<file path="src/ctsf_pkg.sv">
// ----------------------------------------------------------------------------
// ctsf_pkg: shared types and constants of the timebase sync filter
// Field widths, configuration defaults, register indexes, controller states
// and the command and status bundles between controller and datapath.
// ----------------------------------------------------------------------------
package ctsf_pkg;

  // Fixed field and register widths
  localparam int DATA_W    = 64;
  localparam int INTV_W    = 30;
  localparam int MULT_W    = 32;
  localparam int SHIFT_W   = 6;
  localparam int CFG_W     = 32;
  localparam int CFG_IDX_W = 2;

  // Default sizing
  localparam int SAMPLE_DEPTH   = 16;
  localparam int TIMEBASE_COUNT = 2;

  // Configuration reset values
  localparam logic [INTV_W-1:0]  INTV_RST  = 30'd10000000;
  localparam logic [MULT_W-1:0]  MULT_RST  = 32'd161319385;
  localparam logic [SHIFT_W-1:0] SHIFT_RST = 6'd21;

  // Serial unit counter widths
  localparam int DIV_CNT_W = $clog2(DATA_W);
  localparam int MUL_CNT_W = $clog2(DATA_W) + 1;

  typedef enum logic [CFG_IDX_W-1:0] {
    REG_UPDATE_INTERVAL = 2'd0,
    REG_NS_MULTIPLIER   = 2'd1,
    REG_NS_SHIFT        = 2'd2
  } cfg_reg_e;

  typedef enum logic [4:0] {
    S_IDLE,
    S_LIM_DIV,
    S_LIM_WAIT,
    S_LIM_MWAIT,
    S_CONV,
    S_BLK_WAIT,
    S_HI_WAIT,
    S_LO_MUL,
    S_LO_WAIT,
    S_UPD_CHK,
    S_SUM_RD0,
    S_SUM_S0,
    S_SUM_CHK,
    S_SUM_ACC,
    S_AVG_DIV,
    S_AVG_WAIT,
    S_OUT
  } ctsf_state_e;

  typedef enum logic [4:0] {
    OP_NONE,
    OP_LOAD,
    OP_LIM_DIV,
    OP_LIM_MUL,
    OP_SET_A,
    OP_DIV_BLK,
    OP_CONV_SMALL,
    OP_MUL_HI,
    OP_HI_DONE,
    OP_MUL_LO,
    OP_CONV_DONE,
    OP_UPD_WRITE,
    OP_RD_S0,
    OP_SET_S0,
    OP_RD_IDX,
    OP_ACC,
    OP_AVG_DIV,
    OP_AVG_DONE,
    OP_OUT
  } ctsf_op_e;

  typedef struct packed {
    ctsf_op_e op;
    logic     conv_sel;  // 0: counter snapshot, 1: hardware timestamp
  } ctsf_cmd_t;

  typedef struct packed {
    logic div_done;
    logic mul_done;
    logic mult_zero;
    logic big;
    logic upd_ok;
    logic sum_end;
    logic out_free;
  } ctsf_stat_t;

endpackage

</file>
<file path="src/ctsf_ctrl.sv">
// ----------------------------------------------------------------------------
// ctsf_ctrl: controller of the timebase sync filter
// Sequences limit computation, both counter conversions, the filter update,
// the ring sum, the averaging divide and the output load.
// ----------------------------------------------------------------------------
module ctsf_ctrl (
  input  logic                 clk_i,
  input  logic                 rst_ni,
  input  logic                 in_valid_i,
  output logic                 in_ready_o,
  input  ctsf_pkg::ctsf_stat_t stat_i,
  output ctsf_pkg::ctsf_cmd_t  cmd_o
);

  ctsf_pkg::ctsf_state_e state_q, state_d;
  logic                  conv_q, conv_d;

  // Next state
  always_comb begin
    state_d = state_q;
    conv_d  = conv_q;
    case (state_q)
      ctsf_pkg::S_IDLE: begin
        conv_d = 1'b0;
        if (in_valid_i) begin
          state_d = stat_i.mult_zero ? ctsf_pkg::S_UPD_CHK : ctsf_pkg::S_LIM_DIV;
        end
      end
      ctsf_pkg::S_LIM_DIV: begin
        state_d = ctsf_pkg::S_LIM_WAIT;
      end
      ctsf_pkg::S_LIM_WAIT: begin
        if (stat_i.div_done) begin
          state_d = ctsf_pkg::S_LIM_MWAIT;
        end
      end
      ctsf_pkg::S_LIM_MWAIT: begin
        if (stat_i.mul_done) begin
          state_d = ctsf_pkg::S_CONV;
        end
      end
      ctsf_pkg::S_CONV: begin
        state_d = stat_i.big ? ctsf_pkg::S_BLK_WAIT : ctsf_pkg::S_LO_MUL;
      end
      ctsf_pkg::S_BLK_WAIT: begin
        if (stat_i.div_done) begin
          state_d = ctsf_pkg::S_HI_WAIT;
        end
      end
      ctsf_pkg::S_HI_WAIT: begin
        if (stat_i.mul_done) begin
          state_d = ctsf_pkg::S_LO_MUL;
        end
      end
      ctsf_pkg::S_LO_MUL: begin
        state_d = ctsf_pkg::S_LO_WAIT;
      end
      ctsf_pkg::S_LO_WAIT: begin
        if (stat_i.mul_done) begin
          if (conv_q) begin
            state_d = ctsf_pkg::S_UPD_CHK;
          end else begin
            conv_d  = 1'b1;
            state_d = ctsf_pkg::S_CONV;
          end
        end
      end
      ctsf_pkg::S_UPD_CHK: begin
        state_d = stat_i.upd_ok ? ctsf_pkg::S_SUM_RD0 : ctsf_pkg::S_OUT;
      end
      ctsf_pkg::S_SUM_RD0: begin
        state_d = ctsf_pkg::S_SUM_S0;
      end
      ctsf_pkg::S_SUM_S0: begin
        state_d = ctsf_pkg::S_SUM_CHK;
      end
      ctsf_pkg::S_SUM_CHK: begin
        state_d = stat_i.sum_end ? ctsf_pkg::S_AVG_DIV : ctsf_pkg::S_SUM_ACC;
      end
      ctsf_pkg::S_SUM_ACC: begin
        state_d = ctsf_pkg::S_SUM_CHK;
      end
      ctsf_pkg::S_AVG_DIV: begin
        state_d = ctsf_pkg::S_AVG_WAIT;
      end
      ctsf_pkg::S_AVG_WAIT: begin
        if (stat_i.div_done) begin
          state_d = ctsf_pkg::S_OUT;
        end
      end
      ctsf_pkg::S_OUT: begin
        if (stat_i.out_free) begin
          state_d = ctsf_pkg::S_IDLE;
        end
      end
      default: begin
        state_d = ctsf_pkg::S_IDLE;
      end
    endcase
  end

  // Commands to the datapath
  always_comb begin
    in_ready_o     = 1'b0;
    cmd_o.op       = ctsf_pkg::OP_NONE;
    cmd_o.conv_sel = conv_q;
    case (state_q)
      ctsf_pkg::S_IDLE: begin
        in_ready_o = 1'b1;
        if (in_valid_i) begin
          cmd_o.op = ctsf_pkg::OP_LOAD;
        end
      end
      ctsf_pkg::S_LIM_DIV: begin
        cmd_o.op = ctsf_pkg::OP_LIM_DIV;
      end
      ctsf_pkg::S_LIM_WAIT: begin
        if (stat_i.div_done) begin
          cmd_o.op = ctsf_pkg::OP_LIM_MUL;
        end
      end
      ctsf_pkg::S_LIM_MWAIT: begin
        if (stat_i.mul_done) begin
          cmd_o.op = ctsf_pkg::OP_SET_A;
        end
      end
      ctsf_pkg::S_CONV: begin
        cmd_o.op = stat_i.big ? ctsf_pkg::OP_DIV_BLK : ctsf_pkg::OP_CONV_SMALL;
      end
      ctsf_pkg::S_BLK_WAIT: begin
        if (stat_i.div_done) begin
          cmd_o.op = ctsf_pkg::OP_MUL_HI;
        end
      end
      ctsf_pkg::S_HI_WAIT: begin
        if (stat_i.mul_done) begin
          cmd_o.op = ctsf_pkg::OP_HI_DONE;
        end
      end
      ctsf_pkg::S_LO_MUL: begin
        cmd_o.op = ctsf_pkg::OP_MUL_LO;
      end
      ctsf_pkg::S_LO_WAIT: begin
        if (stat_i.mul_done) begin
          cmd_o.op = ctsf_pkg::OP_CONV_DONE;
        end
      end
      ctsf_pkg::S_UPD_CHK: begin
        if (stat_i.upd_ok) begin
          cmd_o.op = ctsf_pkg::OP_UPD_WRITE;
        end
      end
      ctsf_pkg::S_SUM_RD0: begin
        cmd_o.op = ctsf_pkg::OP_RD_S0;
      end
      ctsf_pkg::S_SUM_S0: begin
        cmd_o.op = ctsf_pkg::OP_SET_S0;
      end
      ctsf_pkg::S_SUM_CHK: begin
        if (!stat_i.sum_end) begin
          cmd_o.op = ctsf_pkg::OP_RD_IDX;
        end
      end
      ctsf_pkg::S_SUM_ACC: begin
        cmd_o.op = ctsf_pkg::OP_ACC;
      end
      ctsf_pkg::S_AVG_DIV: begin
        cmd_o.op = ctsf_pkg::OP_AVG_DIV;
      end
      ctsf_pkg::S_AVG_WAIT: begin
        if (stat_i.div_done) begin
          cmd_o.op = ctsf_pkg::OP_AVG_DONE;
        end
      end
      ctsf_pkg::S_OUT: begin
        if (stat_i.out_free) begin
          cmd_o.op = ctsf_pkg::OP_OUT;
        end
      end
      default: begin
        cmd_o.op = ctsf_pkg::OP_NONE;
      end
    endcase
  end

  always_ff @(posedge clk_i or negedge rst_ni) begin
    if (!rst_ni) begin
      state_q <= ctsf_pkg::S_IDLE;
      conv_q  <= 1'b0;
    end else begin
      state_q <= state_d;
      conv_q  <= conv_d;
    end
  end

`ifndef SYNTHESIS
  a_div_done_expected: assert property (@(posedge clk_i) disable iff (!rst_ni)
    stat_i.div_done |-> (state_q == ctsf_pkg::S_LIM_WAIT ||
                         state_q == ctsf_pkg::S_BLK_WAIT ||
                         state_q == ctsf_pkg::S_AVG_WAIT))
    else $error("divider finished outside a divide wait");

  a_mul_done_expected: assert property (@(posedge clk_i) disable iff (!rst_ni)
    stat_i.mul_done |-> (state_q == ctsf_pkg::S_LIM_MWAIT ||
                         state_q == ctsf_pkg::S_HI_WAIT ||
                         state_q == ctsf_pkg::S_LO_WAIT))
    else $error("multiplier finished outside a multiply wait");
`endif

endmodule

</file>
<file path="config.mk">
export PLATFORM = sky130hd
export DESIGN_NAME = ctsf_ctrl
export DESIGN_NICKNAME = d
export VERILOG_FILES = /design/src/ctsf_pkg.sv /design/src/ctsf_ctrl.sv
export SDC_FILE = /design/constraint.sdc
export NUM_CORES = 1
export LEC_CHECK = 0
export ABC_AREA = 1
export BUFFER_PORTS_ARGS = -buffer_cell sky130_fd_sc_hd__buf_4
export CAP_MARGIN = 15
export CORE_UTILIZATION = 56
export DETAILED_ROUTE_END_ITERATION = 7
export PLACE_DENSITY = 0.82
export SETUP_SLACK_MARGIN = 0.4
export SLEW_MARGIN = 20
export SYNTH_ARGS = -nofsm -noshare
export SYNTH_HDL_FRONTEND = slang
export SYNTH_SLANG_ARGS = --single-unit
</file>
<file path="constraint.sdc">
create_clock -name clk_i -period 2.68 [get_ports clk_i]
set_input_delay 0.268 -clock clk_i [delete_from_list [all_inputs] [get_ports clk_i]]
set_output_delay 0.268 -clock clk_i [all_outputs]
set_load 0.02 [all_outputs]
</file>
After elaboration in Yosys (flattened, before gate mapping)
Index checks and enable logic that the tools add are counted.
Widths: inputs -> output; s select.
{ "op_classes": {"reduce_logical": 5, "n_eq_ne": 24, "n_mux": 29} }
{ "op_table": {"columns": ["op", "n"], "rows": [
  ["$pmux 5 s17", 1],
  ["$pmux 5 s16", 1],
  ["$mux 5", 11],
  ["$eq 5x4->1 const B", 8],
  ["$mux 4", 6],
  ["$eq 5x3->1 const B", 4],
  ["$ne 2x2->1 const B", 8],
  ["$eq 5x2->1 const B", 2],
  ["$mux 2", 4],
  ["$reduce_and 8->1", 1],
  ["$mux 3", 2],
  ["$eq 5x1->1 const B", 1],
  ["$eq 5x5->1 const B", 1],
  ["$logic_not 5->1", 1],
  ["$mux 1", 3],
  ["$pmux 1 s2", 1],
  ["$reduce_and 2->1", 1],
  ["$reduce_bool 2->1", 1],
  ["$reduce_or 2->1", 1]
]} }
{ "totals": {"input_bits": 10, "out_inout_bits": 7, "regBits": 6, "word_cells": 60} }

Logic depth before layout (Yosys ltp)
Gate-level depths: netlist (run 1).
{ "logic_depth": {"depth_word": 3, "mapped_depth": 10, "ltp_nobuf": 10} }

Least setup slack after synthesis (run 1)
OpenSTA, ideal clock, no wires.
{ "synth_timing": {"kind": "reg-to-output", "startpoint": "reg state_q[0]", "endpoint": "out cmd_o[3] (netlist name)", "arrival_ns": 1.270, "n_path_buf": 0, "path_stages_with_launch": 7, "path_slack_ns": 1.142, "required_time_ns": 2.412, "path_cell_list": "dfrtp_1 nand2_4 nor2_8 nand2_1 nand2_1 nor3b_1 nand4_1"} }
{ "synth_rtl": {"columns": ["element", "line", "source"], "rows": [
  ["start, declared", "ctsf_ctrl.sv:15", "ctsf_pkg::ctsf_state_e state_q, state_d;"],
  ["start signal, assigned", "ctsf_ctrl.sv:188", "state_q <= ctsf_pkg::S_IDLE;"],
  ["start signal, assigned", "ctsf_ctrl.sv:191", "state_q <= state_d;"],
  ["end, declared", "ctsf_ctrl.sv:12", "output ctsf_pkg::ctsf_cmd_t cmd_o"]
]} }

==> summary.md, run 1 <==
| Metric | Value |
|---|---|
| Outcome | finished, final reports clean |
| Maximum VDD drop | ~0.00090 V |
| Skew-Pair Late Insertion Delay | between 0.2 and 0.3 ns |
| Final Skew | about 0.0067 ns |
| Largest net degree at the start of global routing | 12 |
| PnR worst setup slack | between 0.5 and 0.6 ns |
| Ranking of synthesized cells by area | nand2_1 21%, dfrtp_1 20%, nand3_1 12%, nor2_1 10%, inv_1 8.8% |
| Top_reg_cell synth | dfrtp_1 |
| Syn nets | around 150 |
| Synth Instances | 138 |
| Setup violators final | 0 |
| H-tree depth | 1 |
| Routed Wire Length | slightly above 2000 um |
| CP top delay family | simple AND/OR/NAND/NOR gates |
| Max_cap viols | 0 |
| Worst endpoint required time | ~2.4 ns |
| DRC Markers | 0 |
| Crit path buf inv count | 2 |
| GRT Util Overall | between 30% and 40% |
| Post-synthesis register bit count | 6 |
| WL per Instance | between 10 and 15 um |
| Synth top area share | between 20% and 30% |
| Antenna Cells | 0 |
| Sequential area share after synthesis | 19.6% |
| Period utilization | approximately four fifths |
| Syn. warnings | 0 |
| Reg-to-Reg Start | state_q[3] |
| Worst-path clk slew | around 0.04 ns |
| Final Hold Fails | 0 |
| Syn avg cell area | between 5 and 6 um2 |
| Min Hold Slack | between 0.3 and 0.4 ns |
| Synth async-reset ratio | 100% |
| Drt pass-1 iters | 4 |
| Reg2reg path depth | 8 |
| Hold crit path type | input port to flop |
| Final Net Count | approximately 170 |
| Most common cell in the netlist | nand2_1 |
| IO Port Bufs | 16 |
| Area grow syn2layout | 18.6% |
| Slowest stage delay, CP | between 0.5 and 0.6 ns |
| CP Data Arrival Time | about 1.8 ns |
| Row cnt | 12 |
| Critical R2R Capture | state_q[3] |
| Number of library cell types mapped by synthesis | 20 |
| Share of cells above drive strength 1 | about 18% |
| Grt total ovfl | 0 |
| DR iter-0 viols | 36 |
| Post-synth EDFFs | 0 |
| CP Cell Sequence | inv_1 > nand3_1 > nand2_1 > nor3b_1 > nand4_1 > buf_4 |
| Slew margin rel. | about 57% |
| DR vias/cell | ~5.5 |
| Post-Place Setup Slack | 0.873 ns |
| Total power | about 1100 uW |
| Io pins | 17 |
| Vias | 930 |
| Crit-path slowest cell | dfrtp_1 |
| Cell Area, Synth | 766 um2 |
| Number of buffers inserted by hold repair at cts | 1 |
| Root Driver | clkbuf_4 |
| Vias in the first global route | ~750 |
| Final TNS setup | 0 ns |
| Cells after DPL | around 160 |
| TritonCTS clock tree | yes |
| Minimum clock period | between 2 and 2.5 ns |
| Die width | between 30 and 40 um |
| Dpl hpwl | 1610 um |
| First-pass GRT wire length | 3220 um |
| Area of the die | 0.00152 mm2 |
| Hold Path Cell Cnt | 4 |
| Post-synth top area cell | nand2_1 |
| Worst slew pin tran | 0.640 ns |
| Die height | 39.0 um |
| Leak | ~0.00055 uW |
| Antenna violations before repair | 0 |
| PD cells | between 1000 and 1500 mW/mm2 |
| Clk buf depth | 2 |
| CP Capture Type | primary output |
| # fillers | approximately 100 |
| F_max | approximately 0.47 GHz |
| Initial Util | approximately 65% |
| TritonCTS Sinks | 6 |
| Worst-path maximum fanout | 8 |
| Worst setup path start | state_q[4] |
| HP Start | stat_i[2] |
| Worst Hold End | state_q[4] |
| Post_cts resized | 0 |
| Detail Route Antenna Nets | 0 |
| Setup slack, reg-to-reg | slightly above 0.9 ns |
| GPL Wtd Cong | roughly 0.98 |
| Slew Viols, Final | 0 |
| Core Box Area | ~0.0012 mm2 |
| Most frequent cells after synthesis | 43 x nand2_1, 21 x nor2_1, 18 x inv_1, 18 x nand3_1, 7 x nand4_1 |
| TritonCTS buffer count | 3 |
| Crit start category | flop |
| Kind of critical path | flop to primary output |
| Post-CTS Setup Inserts | 0 |
| RSZ-0062 raised after global routing | no |
| Layout Cells excl Fill | 168 |
==> power by group <==
| group | switching [uW] | internal, uW |
|---|---|---|
| clock | 37.5 | 51.0 |
| combinational | 513 | 278 |
| sequential | 69.0 | 129 |
==> flip-flops by register name, summed over array words and instances (netlist names) <==
name,flops
conv_q,1
state_q,5
==> layer usage <==
layer  wire length [um]  global-route usage, %
met5                  0                      0
met4                 44                   18.1
met3                204                   8.67
met2                896                   49.2
met1                878                   43.2
==> worst max-delay path by stage <==
| stage | cells after the start | endpoint | slack, ns |
|---|---|---|---|
| floorplan | 6 | cmd_o[3] | 1.14 |
| global placement | 6 | cmd_o[3] | 0.88 |
| CTS | 6 | cmd_o[4] | 0.59 |
| detailed placement | 6 | cmd_o[4] | 0.87 |
| global route | 6 | cmd_o[4] | 0.43 |
| finish | 6 | cmd_o[4] | 0.57 |
==> cell usage in the layout (no fill, tap or decap) <==
master and n:
inv_2 2, nand3b_1 2, nor2_1 21, o211ai_1 1
inv_1 18, o21ai_0 5, nor2_8 1, nand3_1 18
buf_4 16, nand4_1 7, clkbuf_4 3, o21ai_1 1
nand2_1 43, nor2_2 2, nand2_4 1, nor2_4 1
nor3b_1 2, nand2_2 1, a21oi_1 2, dfrtp_1 6
dlygate4sd3_1 1
==> metrics by stage <==
stage	instance area (um2)	utilization [%]
5_1_grt	908	76.6
6_report	908	76.6
3_5_place_dp	876	73.8
4_1_cts	908	76.6
2_1_floorplan	766	-
3_3_place_gp	876	73.8
==> kinds of logic (layout without fill, tap and decap cells) <==
logic type	count (synthesis)	in the layout	synth area share, %
AND/OR/NAND/NOR	99	99	60.8
buffers and inverters	24	40	13.4
AO/OA/AOI/OAI	9	9	6.21
flip-flops	6	6	19.6
==> tightest hold or removal path: stages <==
cell     delay, ns
buf_4         0.08
o21ai_0       0.08
nand2_1       0.07
nand2_1       0.04
==> cell type report <==
type                       instances  area [um2]  share of cell area (%)
tap                               14        17.5                    1.93
clock buffer                       3        22.5                    2.48
timing repair buffer              17         130                    14.3
sequential                         6         150                    16.5
inverter                          20        75.1                    8.26
multi-input combinational        108         513                    56.5
(Power assumes the default switching activity.)
==> run 2, diff against run 1 <==
--- a/config.mk
+++ b/config.mk
@@ -8,9 +8,9 @@
 export ABC_AREA = 1
 export BUFFER_PORTS_ARGS = -buffer_cell sky130_fd_sc_hd__buf_4
 export CAP_MARGIN = 15
-export CORE_UTILIZATION = 56
+export CORE_UTILIZATION = 52
 export DETAILED_ROUTE_END_ITERATION = 7
-export PLACE_DENSITY = 0.82
+export PLACE_DENSITY = 0.77
 export SETUP_SLACK_MARGIN = 0.4
 export SLEW_MARGIN = 20
 export SYNTH_ARGS = -nofsm -noshare
==> constraint.sdc (replaced) <==
create_clock -name clk_i -period 2 [get_ports clk_i]
set_input_delay 0.2 -clock clk_i [delete_from_list [all_inputs] [get_ports clk_i]]
set_output_delay 0.2 -clock clk_i [all_outputs]
set_load 0.02 [all_outputs]
==> run 2 against run 1 <==
Net effect:
- the flow now stops in global routing (5_1_grt)
- synthesized cell count unchanged
- synthesized area unchanged
==> summary.md, run 2 <==
| Metric | Value |
|---|---|
| Clk buf depth | 2 (unchanged) |
| Worst endpoint type | output port |
| Syn avg cell area | 5.55 um2 (unchanged) |
| TritonCTS buffer count | 3 (unchanged) |
| Root Driver | clkbuf_4 |
| Post-synthesis register bit count | 6 (unchanged) |
| Initial Util | 57.4% (-7.1 points) |
| Synth async-reset ratio | 100% (unchanged) |
| Syn nets | 148 (unchanged) |
| Most common cell in the netlist | nand2_1 |
| GPL Wtd Cong | 0.870 (-11%) |
| Synth Instances | 138 (unchanged) |
| Number of library cell types mapped by synthesis | 20 (unchanged) |
| Row cnt | 13 (+1) |
| Synth top area share | 21.1% (unchanged) |
| Post-synth top area cell | nand2_1 |
| Io pins | 17 (unchanged) |
| Worst_ep grt | cmd_o[1] |
| Die width | 40.4 um (+3.6%) |
| Stage reached | global routing (5_1_grt) |
| Die height | 40.4 um (+3.6%) |
| Ranking of synthesized cells by area | nand2_1 21%, dfrtp_1 20%, nand3_1 12%, nor2_1 10%, inv_1 8.8% |
| TritonCTS Sinks | 6 (unchanged) |
| Top_reg_cell synth | dfrtp_1 |
| Most frequent cells after synthesis | 43 x nand2_1, 21 x nor2_1, 18 x inv_1, 18 x nand3_1, 7 x nand4_1 |
| Outcome | aborted with a tool error |
| Largest net degree at the start of global routing | 12 |
| Syn. warnings | 0 (unchanged) |
| Dpl hpwl | 1670 um (+3.2%) |
| H-tree depth | 1 (unchanged) |
| Err | [ERROR DPL-0038] Utilization greater than 100%, impossible to legalize |
| Post-DP Area | 885 um2 (+1.0%) |
| Cell Area, Synth | 766 um2 (unchanged) |
| IO Port Bufs | 16 (unchanged) |
| Sequential area share after synthesis | 19.6% (unchanged) |
| Post-synth EDFFs | 0 (unchanged) |
## run 2: cell counts after synthesis
No cell type changed its count.
## run 2: through the flow
step / setup slack [ns] / cells
2_1_floorplan: 0.530 / 138
3_3_place_gp: 0.328 / 166
3_5_place_dp: 0.278 / 166
4_1_cts: 0.236 / 185
## run 2: what timing repair did
item	4_1_cts
endpoints found under the hold margin	6
gates resized for setup	44
buffers inserted	15
hold buffers	1
pin swaps	13
setup endpoints to repair	10
## run 2: cell families after synthesis
group                  synth area share (%)
and+or+nand+nor                        60.8
buffers and inverters                  13.4
AOI/OAI and AO/OA                      6.21
DFF                                    19.6
==> run 3, diff against run 2 <==
--- a/config.mk
+++ b/config.mk
@@ -8,10 +8,10 @@
 export ABC_AREA = 1
 export BUFFER_PORTS_ARGS = -buffer_cell sky130_fd_sc_hd__buf_4
 export CAP_MARGIN = 15
-export CORE_UTILIZATION = 52
+export CORE_AREA = 2 2 63 65
 export DETAILED_ROUTE_END_ITERATION = 7
-export PLACE_DENSITY = 0.77
-export SETUP_SLACK_MARGIN = 0.4
+export DIE_AREA = 0 0 65 67
+export PLACE_DENSITY_LB_ADDON = 0.15
 export SLEW_MARGIN = 20
 export SYNTH_ARGS = -nofsm -noshare
 export SYNTH_HDL_FRONTEND = slang
==> run 3 against run 2 <==
Net effect:
- the flow now finishes without violations
==> summary.md, run 3 (synthesis gave the netlist of run 1 again) <==
| Metric | Value |
|---|---|
| Routed Wire Length | 2460 um |
| Minimum clock period | approximately 1.9 ns |
| Row cnt | 22 (+9) |
| DR iter-0 viols | 31 |
| Worst slew pin tran | 0.345 ns |
| Slew Viols, Final | 0 |
| PD cells | between 1500 and 2000 mW/mm2 |
| Grt total ovfl | 0 |
| TritonCTS buffer count | 3 (unchanged) |
| Crit start category | flop |
| Share of cells above drive strength 1 | 20.6% |
| Antenna Cells | 0 |
| Outcome | finished, final reports clean |
| Final Skew | just over 0.0003 ns |
| Vias | about 890 |
| Initial Util | 21.2% (-36 points) |
| Dpl hpwl | 2010 um (+20%) |
| PnR worst setup slack | 0.0910 ns |
| Largest register FFs | 5 |
| Layout Cells excl Fill | between 200 and 250 |
| Commonest non-fill, non-tap cell in the layout | nand2_1 |
| Drt pass-1 iters | 4 |
| Skew-Pair Late Insertion Delay | approximately 0.22 ns |
| Post-DP Area | 926 um2 (+4.7%) |
| GRT Util Overall | 13.0% |
| Final instance area | 988 um2 |
| Largest net degree at the start of global routing | 12 |
| Core Box Area | about 0.0036 mm2 |
| Post-Place Setup Slack | 0.236 ns (-0.0419 ns) |
| DR vias/cell | approximately 4.4 |
| First-pass GRT wire length | 4260 um |
| Worst-path maximum fanout | 8 |
| Max_cap viols | 0 |
| Final Net Count | ~170 |
| CP Data Arrival Time | 1.71 ns |
| Largest registers | state_q (5), conv_q (1) |
| Most flops, register | state_q |
| Leak | between 0.0005 and 0.0006 uW |
| CP Capture Type | primary output |
| Final TNS setup | 0 ns |
| Slew margin rel. | between 70% and 80% |
| Root Driver | clkbuf_8 |
| Commonest non-fill, non-tap cells in the layout | 43 x nand2_1, 20 x nor2_1, 18 x inv_1, 18 x nand3_1, 17 x buf_4 |
| Vias in the first global route | between 800 and 900 |
| DRC Markers | 0 |
| H-tree depth | 1 (unchanged) |
| Die height | 67 um (+66%) |
| Final Hold Fails | 0 |
| Io pins | 17 (unchanged) |
| Hold crit path type | input port to flop |
| Detail Route Antenna Nets | 0 |
| Die width | 65 um (+61%) |
| GPL Wtd Cong | 0.912 (+4.8%) |
| Period utilization | 95.4% |
| IO Port Bufs | 16 (unchanged) |
| WL per Instance | ~12 um |
| Kind of critical path | flop to primary output |
| # fillers | ~400 |
| F_max | between 0.5 and 0.6 GHz |
| Area of the die | 0.00436 mm2 |
| Worst-path clk slew | ~0.040 ns |
| Cells after DPL | 199 (+20%) |
| TritonCTS clock tree | yes |
| Clk buf depth | 2 (unchanged) |
| Maximum VDD drop | about 0.00047 V |
| Antenna violations before repair | 0 |
| Area grow syn2layout | 29.1% |
| Worst endpoint required time | about 1.8 ns |
| Setup violators final | 0 |
| RSZ-0062 raised after global routing | yes |
| TritonCTS Sinks | 6 (unchanged) |
| Min Hold Slack | 0.300 ns |
[run 3: final timing paths]
kind | from | to | slack [ns] | depth (start not counted)
worst max-delay path | state_q[4] | cmd_o[4] | 0.09 | 6
worst min-delay path | stat_i[0] | state_q[4] | 0.30 | 4
worst max register to register | state_q[1] | state_q[4] | 0.42 | 9
worst min register to register | state_q[3] | state_q[3] | 0.55 | 2
max in group asynchronous | rst_ni | state_q[0] | 1.55 | 2
min in group asynchronous | rst_ni | conv_q | 0.33 | 2
[run 3: worst max-delay path: stages, from the launching register on]
cell	delay (ns)
dfrtp_2	0.49
inv_1	0.15
nand3_1	0.14
nand2_1	0.08
nor3b_1	0.30
nand4_1	0.13
buf_4	0.18
[run 3: where the power goes]
group          leakage [uW]  internal (uW)  switching (uW)
clock             0.0000216            129            50.3
sequential        0.0000733            178             104
combinational      0.000468            393             715
[run 3: layout make-up]
type                    instances  area (um2)  share of cell area [%]
clock buffers                   3        41.3                    4.18
inverters                      20        75.1                    7.59
multi-input cells             108         520                    52.7
flip-flops and latches          6         154                    15.6
well taps                      48        60.1                    6.08
repair buffers                 18         138                    13.9
[run 3: repair_timing]
| action | CTS | global route |
|---|---|---|
| gates resized for setup | 1 | 4 |
| buffers inserted | 0 | 0 |
| hold buffers | 1 | 0 |
| endpoints found under the hold margin | 6 | 0 |
| setup endpoints to repair | 2 | 4 |
[run 3: routing by layer]
metal  wire length, um  track usage, %  up-vias
met2              1120            21.3       19
met4                11            4.79        0
met3                60            1.01        2
li1                  -               -      477
met1              1270            17.8      393
met5                 0               0        -
[run 3: per-stage QoR]
step	power, uW	util (%)
after floorplan	1030	-
after global placement	1390	25.7
after detailed placement	1380	25.7
after CTS	1570	27.1
after global routing	1730	27.4
final	1570	27.4
